--- src/hdl/sc1a_pkg.sv ---
// Package for the set-1 scan code translator: key kinds, modifier bit masks,
// and the 84-row key table as a constant function.
// No dependencies.
package sc1a_pkg;

    localparam int unsigned KEY_COUNT = 84;
    localparam int unsigned ROM_SIZE  = 84;

    localparam logic [7:0] KEY_LIMIT = (KEY_COUNT < ROM_SIZE) ? 8'(KEY_COUNT) : 8'(ROM_SIZE);

    localparam logic [4:0] MOD_RSHIFT = 5'b00001;
    localparam logic [4:0] MOD_LSHIFT = 5'b00010;
    localparam logic [4:0] MOD_CAPS   = 5'b00100;
    localparam logic [4:0] MOD_CTRL   = 5'b01000;
    localparam logic [4:0] MOD_ALT    = 5'b10000;

    typedef enum logic [2:0] {
        K_NORM,
        K_NONE,
        K_RSH,
        K_LSH,
        K_CTL,
        K_ALT,
        K_CAP
    } key_kind_t;

    typedef struct packed {
        logic [7:0] plain;
        logic [7:0] shifted;
        logic [7:0] ctrl;
        key_kind_t  kind;
    } rom_row_t;

    function automatic rom_row_t key_rom(input logic [6:0] key);
        rom_row_t row;
        case (key)
            7'd0:    row = '{8'h00, 8'h00, 8'h00, K_NORM};
            7'd1:    row = '{8'h1b, 8'h1b, 8'h1b, K_NONE};
            7'd2:    row = '{8'h31, 8'h21, 8'h00, K_NORM};
            7'd3:    row = '{8'h32, 8'h40, 8'h00, K_NORM};
            7'd4:    row = '{8'h33, 8'h23, 8'h00, K_NORM};
            7'd5:    row = '{8'h34, 8'h24, 8'h00, K_NORM};
            7'd6:    row = '{8'h35, 8'h25, 8'h00, K_NORM};
            7'd7:    row = '{8'h36, 8'h5e, 8'h1e, K_NORM};
            7'd8:    row = '{8'h37, 8'h26, 8'h00, K_NORM};
            7'd9:    row = '{8'h38, 8'h2a, 8'h00, K_NORM};
            7'd10:   row = '{8'h39, 8'h28, 8'h00, K_NORM};
            7'd11:   row = '{8'h30, 8'h29, 8'h00, K_NORM};
            7'd12:   row = '{8'h2d, 8'h5f, 8'h1f, K_NORM};
            7'd13:   row = '{8'h3d, 8'h2b, 8'h00, K_NORM};
            7'd14:   row = '{8'h08, 8'h08, 8'h7f, K_NORM};
            7'd15:   row = '{8'h09, 8'h00, 8'h00, K_NORM};
            7'd16:   row = '{8'h71, 8'h51, 8'h11, K_NORM};
            7'd17:   row = '{8'h77, 8'h57, 8'h17, K_NORM};
            7'd18:   row = '{8'h65, 8'h45, 8'h05, K_NORM};
            7'd19:   row = '{8'h72, 8'h52, 8'h12, K_NORM};
            7'd20:   row = '{8'h74, 8'h54, 8'h14, K_NORM};
            7'd21:   row = '{8'h79, 8'h59, 8'h19, K_NORM};
            7'd22:   row = '{8'h75, 8'h55, 8'h15, K_NORM};
            7'd23:   row = '{8'h69, 8'h49, 8'h09, K_NORM};
            7'd24:   row = '{8'h6f, 8'h4f, 8'h0f, K_NORM};
            7'd25:   row = '{8'h70, 8'h50, 8'h10, K_NORM};
            7'd26:   row = '{8'h5b, 8'h7b, 8'h1b, K_NORM};
            7'd27:   row = '{8'h5d, 8'h7d, 8'h1d, K_NORM};
            7'd28:   row = '{8'h0d, 8'h0d, 8'h0a, K_NORM};
            7'd29:   row = '{8'h00, 8'h00, 8'h00, K_CTL};
            7'd30:   row = '{8'h61, 8'h41, 8'h01, K_NORM};
            7'd31:   row = '{8'h73, 8'h53, 8'h13, K_NORM};
            7'd32:   row = '{8'h64, 8'h44, 8'h04, K_NORM};
            7'd33:   row = '{8'h66, 8'h46, 8'h06, K_NORM};
            7'd34:   row = '{8'h67, 8'h47, 8'h07, K_NORM};
            7'd35:   row = '{8'h68, 8'h48, 8'h08, K_NORM};
            7'd36:   row = '{8'h6a, 8'h4a, 8'h0a, K_NORM};
            7'd37:   row = '{8'h6b, 8'h4b, 8'h0b, K_NORM};
            7'd38:   row = '{8'h6c, 8'h4c, 8'h0c, K_NORM};
            7'd39:   row = '{8'h3b, 8'h3a, 8'h00, K_NORM};
            7'd40:   row = '{8'h27, 8'h22, 8'h00, K_NORM};
            7'd41:   row = '{8'h60, 8'h7e, 8'h00, K_NORM};
            7'd42:   row = '{8'h00, 8'h00, 8'h00, K_LSH};
            7'd43:   row = '{8'h5c, 8'h7c, 8'h00, K_NORM};
            7'd44:   row = '{8'h7a, 8'h5a, 8'h1a, K_NORM};
            7'd45:   row = '{8'h78, 8'h58, 8'h18, K_NORM};
            7'd46:   row = '{8'h63, 8'h43, 8'h03, K_NORM};
            7'd47:   row = '{8'h76, 8'h56, 8'h16, K_NORM};
            7'd48:   row = '{8'h62, 8'h42, 8'h02, K_NORM};
            7'd49:   row = '{8'h6e, 8'h4e, 8'h0e, K_NORM};
            7'd50:   row = '{8'h6d, 8'h4d, 8'h0d, K_NORM};
            7'd51:   row = '{8'h2c, 8'h3c, 8'h00, K_NORM};
            7'd52:   row = '{8'h2e, 8'h2e, 8'h00, K_NORM};
            7'd53:   row = '{8'h2f, 8'h3f, 8'h00, K_NORM};
            7'd54:   row = '{8'h00, 8'h00, 8'h00, K_RSH};
            7'd55:   row = '{8'h2a, 8'h2a, 8'h00, K_NORM};
            7'd56:   row = '{8'h00, 8'h00, 8'h00, K_ALT};
            7'd57:   row = '{8'h20, 8'h20, 8'h02, K_NORM};
            7'd58:   row = '{8'h00, 8'h00, 8'h00, K_CAP};
            7'd69:   row = '{8'h00, 8'h00, 8'h00, K_NONE};
            7'd70:   row = '{8'h00, 8'h00, 8'h00, K_NONE};
            7'd71:   row = '{8'h00, 8'h37, 8'h00, K_NORM};
            7'd72:   row = '{8'h00, 8'h38, 8'h00, K_NORM};
            7'd73:   row = '{8'h00, 8'h39, 8'h00, K_NORM};
            7'd74:   row = '{8'h2d, 8'h2d, 8'h00, K_NORM};
            7'd75:   row = '{8'h00, 8'h34, 8'h00, K_NORM};
            7'd76:   row = '{8'h00, 8'h35, 8'h00, K_NORM};
            7'd77:   row = '{8'h00, 8'h36, 8'h00, K_NORM};
            7'd78:   row = '{8'h2b, 8'h2b, 8'h00, K_NORM};
            7'd79:   row = '{8'h00, 8'h31, 8'h00, K_NORM};
            7'd80:   row = '{8'h00, 8'h32, 8'h00, K_NORM};
            7'd81:   row = '{8'h00, 8'h33, 8'h00, K_NORM};
            7'd82:   row = '{8'h00, 8'h30, 8'h00, K_NORM};
            7'd83:   row = '{8'h00, 8'h2e, 8'h00, K_NORM};
            default: row = '{8'h00, 8'h00, 8'h00, K_NORM};
        endcase
        return row;
    endfunction

endpackage

--- src/hdl/scancode_set1_to_ascii.sv ---
// Set-1 scan code to ASCII translator, top level.
// Depends on sc1a_pkg for the key table, key kinds and modifier masks.
//
//  channel | handshake            | payload
//  --------+----------------------+------------------------------------
//  in      | in_valid / in_stall  | scan_byte[7:0]
//  out     | out_valid / out_stall| ascii_char[7:0], key_code[6:0],
//          |                      | modifier_bits[4:0]
//
// One beat is taken per cycle while in_stall is low. A beat is held in the input
// register, where the table lookup and the modifier update happen, then its result
// lands in the output register and raises out_valid.
// Beats that give no result retire from the input register without waiting.
// Reset clears the modifier register and both valid flags.
// in_stall rises only when a result is held in the input register while a
// stalled result still occupies the output register.
module scancode_set1_to_ascii (
    input  logic       clk,
    input  logic       rst_n,
    input  logic       in_valid,
    output logic       in_stall,
    input  logic [7:0] scan_byte,
    output logic       out_valid,
    input  logic       out_stall,
    output logic [7:0] ascii_char,
    output logic [6:0] key_code,
    output logic [4:0] modifier_bits
);

    logic                in_valid_reg;
    logic [7:0]          byte_reg;
    logic [4:0]          mod_reg;
    logic [4:0]          mod_next;
    logic                out_valid_reg;
    logic [7:0]          char_reg;
    logic [6:0]          code_reg;
    logic [4:0]          bits_reg;
    logic                release_key;
    logic [6:0]          key;
    logic                in_range;
    sc1a_pkg::rom_row_t  row;
    logic                emit;
    logic [7:0]          char_next;
    logic                advance;
    logic                out_free;
    logic [4:0]          held;

    assign release_key = byte_reg[7];
    assign key         = byte_reg[6:0];
    assign in_range    = ({1'b0, key} < sc1a_pkg::KEY_LIMIT);
    assign row         = sc1a_pkg::key_rom(key);

    always_comb
    begin
        mod_next = mod_reg;
        emit     = 1'b0;
        held     = 5'b00000;
        if (in_range)
        begin
            case (row.kind)
                sc1a_pkg::K_RSH: held = sc1a_pkg::MOD_RSHIFT;
                sc1a_pkg::K_LSH: held = sc1a_pkg::MOD_LSHIFT;
                sc1a_pkg::K_CTL: held = sc1a_pkg::MOD_CTRL;
                sc1a_pkg::K_ALT: held = sc1a_pkg::MOD_ALT;
                sc1a_pkg::K_CAP:
                begin
                    if (!release_key)
                    begin
                        mod_next = mod_reg ^ sc1a_pkg::MOD_CAPS;
                    end
                end
                sc1a_pkg::K_NORM: emit = !release_key;
                default: held = 5'b00000;
            endcase
            if (held != 5'b00000)
            begin
                mod_next = release_key ? (mod_reg & ~held) : (mod_reg | held);
            end
        end
    end

    always_comb
    begin
        if (mod_reg == sc1a_pkg::MOD_RSHIFT || mod_reg == sc1a_pkg::MOD_LSHIFT
            || mod_reg == sc1a_pkg::MOD_CAPS)
        begin
            char_next = row.shifted;
        end
        else if (mod_reg == sc1a_pkg::MOD_CTRL)
        begin
            char_next = row.ctrl;
        end
        else if (mod_reg == 5'b00000)
        begin
            char_next = row.plain;
        end
        else
        begin
            char_next = 8'h00;
        end
    end

    assign out_free = !out_valid_reg || !out_stall;
    assign advance  = in_valid_reg && (!emit || out_free);
    assign in_stall = in_valid_reg && !advance;

    always_ff @(posedge clk or negedge rst_n)
    begin
        if (!rst_n)
        begin
            in_valid_reg  <= 1'b0;
            out_valid_reg <= 1'b0;
            mod_reg       <= 5'b00000;
        end
        else
        begin
            if (!in_stall)
            begin
                in_valid_reg <= in_valid;
            end
            if (advance)
            begin
                mod_reg <= mod_next;
            end
            if (out_free)
            begin
                out_valid_reg <= advance && emit;
            end
        end
    end

    always_ff @(posedge clk)
    begin
        if (!in_stall && in_valid)
        begin
            byte_reg <= scan_byte;
        end
        if (out_free && advance && emit)
        begin
            char_reg <= char_next;
            code_reg <= key;
            bits_reg <= mod_reg;
        end
    end

    assign out_valid     = out_valid_reg;
    assign ascii_char    = char_reg;
    assign key_code      = code_reg;
    assign modifier_bits = bits_reg;

endmodule

--- config.mk ---
export PLATFORM = sky130hd
export DESIGN_NAME = scancode_set1_to_ascii
export DESIGN_NICKNAME = d
export VERILOG_FILES = /design/src/hdl/sc1a_pkg.sv /design/src/hdl/scancode_set1_to_ascii.sv
export SDC_FILE = /design/constraint.sdc
export NUM_CORES = 1
export LEC_CHECK = 0
export ABC_AREA = 1
export BUFFER_PORTS_ARGS = -buffer_cell sky130_fd_sc_hd__buf_2
export CORE_MARGIN = 2
export CORE_UTILIZATION = 45
export DETAILED_ROUTE_END_ITERATION = 12
export HOLD_SLACK_MARGIN = 0.06
export RECOVER_POWER = 25
export SYNTH_ARGS = -nofsm -noshare
export SYNTH_HDL_FRONTEND = slang
export SYNTH_SLANG_ARGS = --single-unit
export TNS_END_PERCENT = 50
--- constraint.sdc ---
create_clock -name clk -period 3.5 [get_ports clk]
set_input_delay 1.05 -clock clk [delete_from_list [all_inputs] [get_ports clk]]
set_output_delay 1.05 -clock clk [all_outputs]
set_load 0.005 [all_outputs]
Yosys cells after proc, flatten, opt, wreduce, memory -nomap -nowiden. Memory sizes are Yosys's and may differ from the RTL's. A register that Yosys moved wholly into a read port is not among the register bits. Cells that the tools add are included. W data, S select, Z words.

Bits in registers: 35. Latch bits: 0. RAM bits: 0. Memory bits (read-only): 3072. Input bits: 12. Output and inout bits: 22. Logic and storage cells: 58. Memories: 1.

$add $sub $neg: 0. $mul: 0. Divide/modulo/power cells: 0. Magnitude comparators: 1. Eq/ne operators: 10. Shifts and indexed selects: 0. Muxes and demuxes: 12. Bitwise operators: 4. Reductions and logical operators: 22.

Memories: (no name shown) (depth 128, bits a word 24, rd ports 1, clocked after memory_dff 1, write ports 0, RTL line sc1a_pkg.sv:36) `case (key)`.

Operators by type and width (number): $mux W8 (3); $pmux W5 S4 (1); $mux W5 (3); $eq A3 B3 Y1 const B (3); $lt A7 B7 Y1 const B (1); $mux W7 (1); $eq A3 B2 Y1 const B (2); $logic_and A1 B1 Y1 (6); $logic_not A1 Y1 (6); $mux W3 (2); $and A5 B5 Y5 (1); $eq A5 B1 Y1 const B (1); $eq A5 B2 Y1 const B (1); $eq A5 B3 Y1 const B (1); $eq A5 B4 Y1 const B (1); $logic_not A5 Y1 (1); $not A5 Y5 (1); $or A5 B5 Y5 (1); $reduce_bool A5 Y1 (1); $logic_or A1 B1 Y1 (4); $reduce_and A4 Y1 (1); $logic_not A3 Y1 (1); $reduce_and A3 Y1 (1); $mux W1 (2); 3 further kinds (3).

Depth between registers and ports, before layout.
Depth after elaboration: 11. Mapped depth: 18. Mapped depth without buffers: 17.

Worst setup path after synthesis. No wires, ideal clock.

Kind: input port to flip-flop. From: input port out_stall. To: register char_reg[0] (netlist: ascii_char[0]), enable pin. Library setup time: 0.395 ns. Arrival: 2.527 ns. Data required time: 3.105 ns. Slack: 0.579 ns. Cell stages on the path: 5. Path buffers: 0. Cells stage by stage: nand2_1 nor2_4 nor3_1 inv_1 nor2_1.

Word-level cells in the longest chain between the ends: 6.

RTL lines: start, declared (RTL line scancode_set1_to_ascii.sv:24) `input logic out_stall,`; $logic_not A1 Y1 (*) (RTL line scancode_set1_to_ascii.sv:103) `assign out_free = !out_valid_reg || !out_stall;`; $logic_or A1 B1 Y1 (*) (RTL line scancode_set1_to_ascii.sv:103); $logic_or A1 B1 Y1 (RTL line scancode_set1_to_ascii.sv:104) `assign advance = in_valid_reg && (!emit || out_free);`; $logic_and A1 B1 Y1 (RTL line scancode_set1_to_ascii.sv:104); $logic_and A1 B1 Y1 (*) (2 in series) (RTL line scancode_set1_to_ascii.sv:138) `if (out_free && advance && emit)`; end signal, assigned (RTL line scancode_set1_to_ascii.sv:140) `char_reg <= char_next;`; end, declared (RTL line scancode_set1_to_ascii.sv:35) `logic [7:0] char_reg;`.

Mark *: on every way between the ends. The rest lies on a longest branch, timed or not. A chain may end at the register's enable or synchronous reset.

Final worst setup path.
From: input port out_stall. To: register, netlist name row[22].

Word-level cells in the longest chain between the ends: 9.

RTL lines: $logic_not A1 Y1 (RTL line scancode_set1_to_ascii.sv:103); $logic_or A1 B1 Y1 (RTL line scancode_set1_to_ascii.sv:103); $logic_or A1 B1 Y1 (RTL line scancode_set1_to_ascii.sv:104); $logic_and A1 B1 Y1 (RTL line scancode_set1_to_ascii.sv:104); $logic_not A1 Y1 (RTL line scancode_set1_to_ascii.sv:105) `assign in_stall = in_valid_reg && !advance;`; $logic_and A1 B1 Y1 (RTL line scancode_set1_to_ascii.sv:105); $logic_not A1 Y1 (RTL line scancode_set1_to_ascii.sv:134) `if (!in_stall && in_valid)`; $logic_and A1 B1 Y1 (RTL line scancode_set1_to_ascii.sv:134); $mux W7 (no line).

No other way between the ends.

==> qor.csv <==
stage;metric;value;unit
finish;final_layout_size_suffix_gt1_share;14.5;%
flow_run;cap_violations;0;
cts;cts_tree;yes;
routing;via_count;3821;
yosys;synth_seq_area_share;39.2;%
finish;n_antenna_cell;0;
timing;fin_crit;3.01;ns
routing;wl_per_cell;15.8;um
setup_path;r2r_start;byte_reg[2];
yosys;ys.flop_type;edfxtp_1;
routing;viasPerCell;5.46;
setup_path;crit_slowest_cell;ha_1;
finish;nFillCells;834;
timing;skew;0.0144;ns
timing;tightestPinTransition;0.880;ns
timing;finalCritPeriodShare;86.1;%
cts;htreeDepth;3;
place;port_buffers;32;
yosys;async_reset_ff_share;12.3;%
yosys;synth_nets;561;
setup_path;crit_top_cell;nand2_1;
routing;drt_iter0_markers;491;
routing;top_layer_used;met4;
routing;wl_met2;4.92;mm
global_route;grt_pass1_wl;18.0;mm
floorplanning;die_y;94.5;um
yosys;yosys.area.top_type;nand2_1;
worst_hold_path;hold_depth;0;
setup_path;critPathBufInv;2;
yosys;yosys.area_share.simple;42.3;%
routing;drtPass1Iterations;5;
setup_path;r2r_cells;16;
finish;nNetsFinal;613;
routing;wl_met1;4.60;mm
cts;cts-root-buf;clkbuf_8;
global_route;grt_pass1_vias;3611;
power;p_leak;2.16;nW
setup_path;rr_endpoint;row[22];
yosys;synth_warnings;0;
finish;post-route-util;52.5;%
power;power_density;420;mW/mm^2
routing;drc;0;
yosys;synthXorXnorAreaFrac;0;%
power;peakVddDrop;0.000222;V
routing;ant_nets;0;
cts;clock_latency;0.34;ns
yosys;synth.top_cell.area_share;23.6;%
worst_hold_path;min_path_type;flop to flop;
yosys;avgSynthCellArea;6.86;um^2
timing;hold_viol;0;
floorplanning;die_w;94.5;um
floorplanning;rows;33;
yosys;syn-cell-area;0.00369;mm^2
floorplanning;core_area;0.00809;mm^2
setup_path;start_kind;input pin;
worst_hold_path;worstHoldStart;byte_reg[5];
worst_hold_path;whs_endpoint;key_code[5];
setup_path;critical_path_class;input pin to flop;
finish;area_growth;15.3;%
floorplanning;start_util;45.6;%
global_route;grt_use_total;26.7;%
yosys;ys_top_cells_by_area;nand2_1, edfxtp_1, dfxtp_1, nand3_1, dfrtp_1;
yosys;ys_top_cells_by_count;nand2_1, nand3_1, inv_1, nor2_1, edfxtp_1;
cts;cts_hold_buf;0;
setup_path;rrSetupSlack;0.64;ns
place;place_hpwl;8.67;mm
yosys;syn_inst;538;
global_route;antenna_found_initial;0;
timing;maxSlewViolCount;0;
yosys;synth_top_family_by_area;simple AND/OR/NAND/NOR gates;
global_route;grt_max_degree;19;
timing;relSlewSlack;41.4;%
floorplanning;io_pins;34;
yosys;synth_mux_area_share;0.305;%
place;gp_congestion;1.01;
setup_path;crit_chain;buf_2 > nand2_1 > nor2_4 > nand3_4 > nand2_4 > nand2_1 > nand2_1 > ha_1 > inv_1 > nand3_1 > nand3_1 > nand2_1 > nand2_1 > nand2_1 > nand2_1 > nand3_1;
timing;fin_tns_setup;0;ns
setup_path;required;3.77;ns
cts;clockBufferDepth;2;
yosys;synth-compound-area-share;6.95;%
finish;largest_register_ffs;23;
yosys;synth_fa_ha_area_share;3.73;%
floorplanning;dieArea;0.00894;mm^2
yosys;ys_seq_elements;57;
setup_path;cp_slowest_stage_delay;0.33;ns
yosys;synth_edf_count;27;
cts;post-cts-setup-buffer-count;0;
setup_path;worstPathArrival;3.28;ns
timing;finalSetupViolCount;0;
timing;rsz0062_at_grt;no;
timing;fmax;0.332;GHz
cts;post_cts_resized;0;
routing;routed_wl;11.1;mm
setup_path;critPathMaxFanout;18;
outcome;status;completed;
yosys;ys_types;37;
cts;cts_buffers;9;
cts;cts_sinks;57;
yosys;synth_most_common_cell;nand2_1;
global_route;overflow;0;
setup_path;endpoint_kind;flop;
routing;wl_met3;1.07;mm
cts;path_clk_slew;0.08;ns
setup_path;cpLargestDelayFamily;simple AND/OR/NAND/NOR gates;
==> worst register-to-register path: cells and delay by family (launching register included) <==
family | cells | cell delay (ns)
adders and majority gates | 1 | 0.33
buffers and inverters | 1 | 0.13
AOI/OAI and AO/OA | 1 | 0.23
and+or+nand+nor | 13 | 1.69
DFF | 1 | 0.44
==> metal layers <==
layer	vias up	track usage, %
li1	1856	-
met1	1684	34.9
met2	242	42.2
met3	39	4.95
met4	0	14.0
met5	-	0
==> per-stage QoR <==
step	total power [W]	cell area (um^2)	std cells	setup WS, ns	hold WS, ns
3_3_place_gp	0.00124	4080	684	0.202	0.443
6_report	0.00179	4250	700	0.488	0.454
2_1_floorplan	0.00108	3690	538	0.579	0.426
3_5_place_dp	0.00123	4080	684	0.210	0.447
5_1_grt	0.00189	4250	700	0.312	0.482
4_1_cts	0.00179	4260	700	0.556	0.456
==> how the worst max path moves through the flow <==
| stage | from | to | slack, ns | depth (start not counted) |
|---|---|---|---|---|
| after detailed placement | out_stall | row[22] | 0.21 | 16 |
| final | out_stall | row[22] | 0.49 | 16 |
| after floorplan | out_stall | ascii_char[0] | 0.58 | 5 |
| after global placement | out_stall | row[6] | 0.20 | 14 |
| after global routing | out_stall | row[6] | 0.31 | 14 |
| after CTS | out_stall | row[22] | 0.56 | 16 |
==> cells in the final DEF, fill, tap and decap left out, types with 7 or more instances in the layout <==
master	instances
a21oi_1	12
buf_2	24
buf_4	27
clkbuf_1	8
clkbuf_8	9
dfrtp_1	7
dfxtp_1	23
edfxtp_1	27
ha_1	11
inv_1	44
nand2_1	232
nand3_1	73
nand4_1	12
nor2_1	28
o21ai_0	17
==> power by group <==
part | internal (W) | total (W) | switching, W
Combinational | 0.000140 | 0.000454 | 0.000314
Clock | 0.000261 | 0.000554 | 0.000293
Sequential | 0.000755 | 0.000778 | 0.0000233
==> kinds of logic after synthesis <==
group / count (synthesis)
buf+inv: 64
flops: 57
simple gates: 362
compound gates: 42
mux: 1
fa+ha+maj: 11
other cells: 1
==> layout make-up <==
type / instances / area (um^2) / area share [%]
clock buffer: 9 / 124 / 2.91
clock inverter: 7 / 53.8 / 1.27
inverter: 46 / 173 / 4.06
multi-input combinational: 417 / 1970 / 46.4
sequential: 57 / 1450 / 34.0
tap: 105 / 131 / 3.09
timing repair buffer: 59 / 353 / 8.30
Note: power is estimated with default switching activity, not from simulation.
